`src/hdl/cts_pkg.sv`:
```
// Shared types and constants of the tick scheduler.
package cts_pkg;

	localparam int SLOTS_DEF = 64;

	localparam logic [1:0] PH_NEW   = 2'd0;
	localparam logic [1:0] PH_READY = 2'd1;
	localparam logic [1:0] PH_RUN   = 2'd2;
	localparam logic [1:0] PH_TERM  = 2'd3;

	localparam logic FUNC_TICK   = 1'b0;
	localparam logic FUNC_CREATE = 1'b1;

	localparam logic CFG_MODE  = 1'b0;
	localparam logic CFG_SLICE = 1'b1;

	localparam logic MODE_RR   = 1'b0;
	localparam logic MODE_PRIO = 1'b1;

	localparam logic [4:0] SLICE_RESET = 5'd3;
	localparam logic [4:0] SLICE_MIN   = 5'd1;
	localparam logic [4:0] SLICE_MAX   = 5'd20;

	typedef struct packed {
		logic [1:0]  phase;
		logic [7:0]  pid;
		logic [15:0] arrival;
		logic [15:0] left;
		logic [7:0]  prio;
		logic [15:0] wcnt;
	} rec_t;

	typedef struct packed {
		logic create;
		logic tick_begin;
		logic run_latch;
		logic sweep;
		logic post;
		logic disp_rd;
		logic disp;
	} cmd_t;

	typedef struct packed {
		logic run_valid;
		logic sweep_last;
		logic need_disp;
	} sts_t;

endpackage

```
`src/hdl/cts_ctrl.sv`:
```
// Sequencing state machine of the tick scheduler.
module cts_ctrl (
	input  logic          clk,
	input  logic          arst_n,
	input  logic          start,
	input  logic          func,
	input  cts_pkg::sts_t sts,
	output cts_pkg::cmd_t cmd,
	output logic          busy,
	output logic          done
);
	import cts_pkg::*;

	localparam logic [2:0] S_IDLE   = 3'd0;
	localparam logic [2:0] S_RUNRD  = 3'd1;
	localparam logic [2:0] S_SWEEP  = 3'd2;
	localparam logic [2:0] S_POST   = 3'd3;
	localparam logic [2:0] S_DRD    = 3'd4;
	localparam logic [2:0] S_DISP   = 3'd5;
	localparam logic [2:0] S_RESULT = 3'd6;

	logic [2:0] state_q;
	logic [2:0] state_nx;

	always_comb begin
		cmd      = '0;
		state_nx = state_q;
		unique case (state_q)
			S_IDLE: begin
				if (start) begin
					if (func == FUNC_CREATE) begin
						cmd.create = 1'b1;
						state_nx   = S_RESULT;
					end else begin
						cmd.tick_begin = 1'b1;
						state_nx       = sts.run_valid ? S_RUNRD : S_SWEEP;
					end
				end
			end
			S_RUNRD: begin
				cmd.run_latch = 1'b1;
				state_nx      = S_SWEEP;
			end
			S_SWEEP: begin
				cmd.sweep = 1'b1;
				if (sts.sweep_last) state_nx = S_POST;
			end
			S_POST: begin
				cmd.post = 1'b1;
				state_nx = S_DRD;
			end
			S_DRD: begin
				if (sts.need_disp) begin
					cmd.disp_rd = 1'b1;
					state_nx    = S_DISP;
				end else begin
					state_nx = S_RESULT;
				end
			end
			S_DISP: begin
				cmd.disp = 1'b1;
				state_nx = S_RESULT;
			end
			S_RESULT: state_nx = S_IDLE;
			default:  state_nx = S_IDLE;
		endcase
	end

	always_ff @(posedge clk or negedge arst_n) begin
		if (!arst_n) state_q <= S_IDLE;
		else state_q <= state_nx;
	end

	assign busy = (state_q != S_IDLE);
	assign done = (state_q == S_RESULT);

endmodule

```
`config.mk`:
```
export PLATFORM = sky130hd
export DESIGN_NAME = cts_ctrl
export DESIGN_NICKNAME = d
export VERILOG_FILES = /design/src/hdl/cts_pkg.sv /design/src/hdl/cts_ctrl.sv
export SDC_FILE = /design/constraint.sdc
export NUM_CORES = 1
export LEC_CHECK = 0
export BUFFER_PORTS_ARGS = -buffer_cell sky130_fd_sc_hd__buf_2
export CORE_AREA = 2 2 39 41
export CTS_CLUSTER_DIAMETER = 60
export DETAILED_ROUTE_END_ITERATION = 10
export DIE_AREA = 0 0 41 43
export GPL_TIMING_DRIVEN = 0
export SLEW_MARGIN = 25
export SYNTH_ARGS = -nofsm -noshare
export SYNTH_HDL_FRONTEND = slang
export SYNTH_SLANG_ARGS = --single-unit
```
`constraint.sdc`:
```
create_clock -name clk -period 1.25 [get_ports clk]
set_input_delay 0.0625 -clock clk [delete_from_list [all_inputs] [get_ports clk]]
set_output_delay 0.0625 -clock clk [all_outputs]
set_load 0.02 [all_outputs]
```
# Yosys cells after proc, flatten, opt, wreduce, memory -nomap -nowiden
# Index checks and enable logic that the tools add are counted.
# Widths: inputs -> output; s select.
[word_totals] ff_bits=3 out_inout_bits=9
[classes] eq_ne=8 n_reduce_logical=3 mux=16
[ops] cell="$pmux 3 s6" count=1
[ops] cell="$eq 3x3->1 const B" count=3
[ops] cell="$mux 3" count=3
[ops] cell="$mux 1" count=8
[ops] cell="$mux 2" count=4
[ops] cell="$eq 3x2->1 const B" count=2
[ops] cell="$ne 2x2->1 const B" count=2
[ops] cell="$eq 3x1->1 const B" count=1
[ops] cell="$logic_not 3->1" count=1
[ops] cell="$reduce_bool 3->1" count=1
[ops] cell="$reduce_and 2->1" count=1

# Depth between registers and ports, before layout
[logic_depth] word_depth=4 ltp_mapped=4

# Worst setup path after synthesis
# No wires, ideal clock.
[synth_path] path_type="register to register" startpoint="reg state_q[2]" endpoint="reg state_q[2]" setup_time_ns=0.078 slack_ns=-0.139 required_time_ns=1.172 n_path_buf=1 stages_incl_launch_ff=4 arrival_time_ns=1.311 path_cell_list="dfrtp_1 clkbuf_1 nor3b_1 o21bai_1"
[synth_via] elab_chain_len=3
[synth_rtl] item="start, declared" line_no="cts_ctrl.sv:22" text="logic [2:0] state_q;"
[synth_rtl] item="start signal, assigned" line_no="cts_ctrl.sv:71" text="else state_q <= state_nx;"
[synth_rtl] item="$eq 3x2->1 or $logic_not 3->1 (tied branches)" line_no="cts_ctrl.sv:28" text="unique case (state_q)"
[synth_rtl] item="$ne 2x2->1 (no source line)"
[synth_rtl] item="$reduce_and 2->1 (no source line)"
# Parallel ways exist; a longest one is shown, timed or not.
# A chain may end at the register's enable or synchronous reset.

==> impl_metrics.env <==
export IMPL_syn2layout_area_growth_pct=113
export IMPL_utilization=0.360
export IMPL_path_max_fanout=6
export IMPL_start_util=0.169
export IMPL_reg_top3="state_q: 3 flops"
export IMPL_grt_pass1_wl_um=1040
export IMPL_timing_final_crit_share=1.06
export IMPL_gr_total_overflow=0
export IMPL_worstPathArrival_ns=1.26
export IMPL_hold_viol=0
export IMPL_pwr_share_comb=0.676
export IMPL_tightest_slew_ns=0.193
export IMPL_hpwl_um=460
export IMPL_synth_seq_cells=3
export IMPL_setup_tns_ns=-0.349
export IMPL_seq_area_frac_synth=0.321
export IMPL_drtIter0Drc=2
export IMPL_grt_max_degree=11
export IMPL_gp_congestion=0.734
export IMPL_drc=0
export IMPL_die_height_um=43
export IMPL_grt_usage=0.0945
export IMPL_ant_nets=0
export IMPL_ios=16
export IMPL_p_sw_uw=523
export IMPL_htreeDepth=1
export IMPL_setup_viol=7
export IMPL_dp_cells=59
export IMPL_synthFlopType="dfrtp_1"
export IMPL_fmax_mhz=754
export IMPL_setup_slack_ns=-0.0762
export IMPL_synth_edff_count=0
export IMPL_holdWs_ns=0.120
export IMPL_clockBufferDepth=2
export IMPL_cts_tree="yes"
export IMPL_p_sw_frac=0.429
export IMPL_portBuffers=15
export IMPL_rsz0062_at_grt="true"
export IMPL_startpoint_type="flop"
export IMPL_p_int_uw=696
export IMPL_synth_distinct_cells=21
export IMPL_mostFrequentLayoutCell="buf_2"
export IMPL_power_mw=1.22
export IMPL_relSlewSlack=0.869
export IMPL_cts_buffers=3
export IMPL_vias=303
export IMPL_core_um2=1380
export IMPL_skew_ns=0.00342
export IMPL_cap_violations=0
export IMPL_avgViaCountPerCell=4.46
export IMPL_antenna_found_initial=0
export IMPL_syn_area_um2=234
export IMPL_die_area_um2=1760
export IMPL_drive_gt1_frac=0.712
export IMPL_hold_path_class="in -> reg"
export IMPL_synth_net_count=35
export IMPL_wirelength_um=752
export IMPL_regToRegSetupSlack_ns=0.03
export IMPL_crit_path_end_kind="output pin"
export IMPL_fin_crit_ns=1.33
export IMPL_syn_avg_cell_area_um2=8.36
export IMPL_drtPass1Iterations=2
export IMPL_clkPwrFrac=0.143
export IMPL_die_x_um=41
export IMPL_wire_per_inst_um=11.1
export IMPL_seqPwrFrac=0.181
export IMPL_clk_latency_ns=0.24
export IMPL_fin_cells=68
export IMPL_fin_nets=60
export IMPL_clock_root_buffer="clkbuf_4"
export IMPL_power_density_nw_per_um2=2450
export IMPL_regMostFlops="state_q"
export IMPL_largest_register_ffs=3
export IMPL_violations="setup timing"
export IMPL_ys_warn_count=0
export IMPL_p_leak_nw=0.215
export IMPL_critPathKind="reg -> out"
export IMPL_num_rows=14
export IMPL_report_final_slew_viol_count=0
export IMPL_peakVddDrop_v=0.000639
export IMPL_syn_inst=28
export IMPL_grt_pass1_vias=264
export IMPL_clkSinkCount=3
export IMPL_outcome="complete, but fails checks"
export IMPL_clk_pin_slew_ns=0.04
export IMPL_diodes=0
export IMPL_final_cell_mix="buf_2, buf_4, buf_6"
export IMPL_critical_path_required_ns=1.19
export IMPL_ys_async_sr_fraction=1.00
[final timing paths]
| kind | from | endpoint | cells after the start |
|---|---|---|---|
| setup / recovery | state_q[1] | cmd[6] | 4 |
| setup reg to reg | state_q[1] | state_q[0] | 2 |
| hold reg to reg | state_q[1] | state_q[0] | 2 |
| max in group asynchronous | arst_n | state_q[0] | 2 |
| hold / removal | sts[0] | state_q[0] | 3 |
| min in group asynchronous | arst_n | state_q[1] | 2 |
[timing repair]
action / in CTS / in global routing
endpoints found under the setup margin: 9 / 10
cloned: 0 / 0
setup buffers: 2 / 3
resized for setup: 19 / 5
pin swaps: 3 / 8
endpoints found under the hold margin: 3 / 0
hold buffers: 1 / 0
[worst max-delay path: stages (launching register included)]
cell and delay (ns):
dfrtp_1 0.39, buf_6 0.14, nor3_4 0.17, and3_4 0.21, buf_6 0.11
[power groups by stage]
stage	Clock [mW]	Combinational, mW	Sequential, mW
final	0.174	0.824	0.220
after global routing	0.189	0.882	0.230
after CTS	0.181	0.691	0.241
after detailed placement	0	0.548	0.183
after global placement	0	0.544	0.180
after floorplan	0	0.412	0.171
[cell usage after synthesis (2+ instances only)]
library cell,count,share of area
dfrtp_1,3,0.32
nor2_1,2,0.032
nor3_1,2,0.043
nor3b_1,2,0.064
inv_1,2,0.032
a21oi_1,2,0.043
[final cells by class]
class / instances / area, um^2
Clock buffer: 4 / 26.3
Buffer: 1 / 11.3
Timing Repair Buffer: 21 / 159
Inverter: 3 / 15.0
Fill cell: 153 / 886
Tap cell: 16 / 20.0
Sequential cell: 3 / 77.6
Multi-Input combinational cell: 20 / 189
[metrics by stage]
| step | setup slack (ns) | instance area, um^2 |
|---|---|---|
| floorplan | 0.0372 | 248 |
| global placement | -0.117 | 343 |
| detailed placement | -0.151 | 343 |
| CTS | -0.124 | 454 |
| global route | -0.147 | 498 |
| finish | -0.0762 | 498 |
[routing by layer]
metal | track usage | vias to the layer above | routed length (um)
met3 | 0.0314 | 0 | 40
met2 | 0.128 | 11 | 412
met5 | 0 | - | 0
met1 | 0.103 | 141 | 300
met4 | 0.100 | 0 | 0
li1 | - | 151 | -
[logic make-up (layout without fill, tap and decap cells)]
group,Yosys count,after routing,share of synthesized area
simple gates,13,13,0.369
compound gates,7,7,0.225
buf+inv,5,29,0.0855
flops,3,3,0.321
Power figures use the tool's default switching activity.
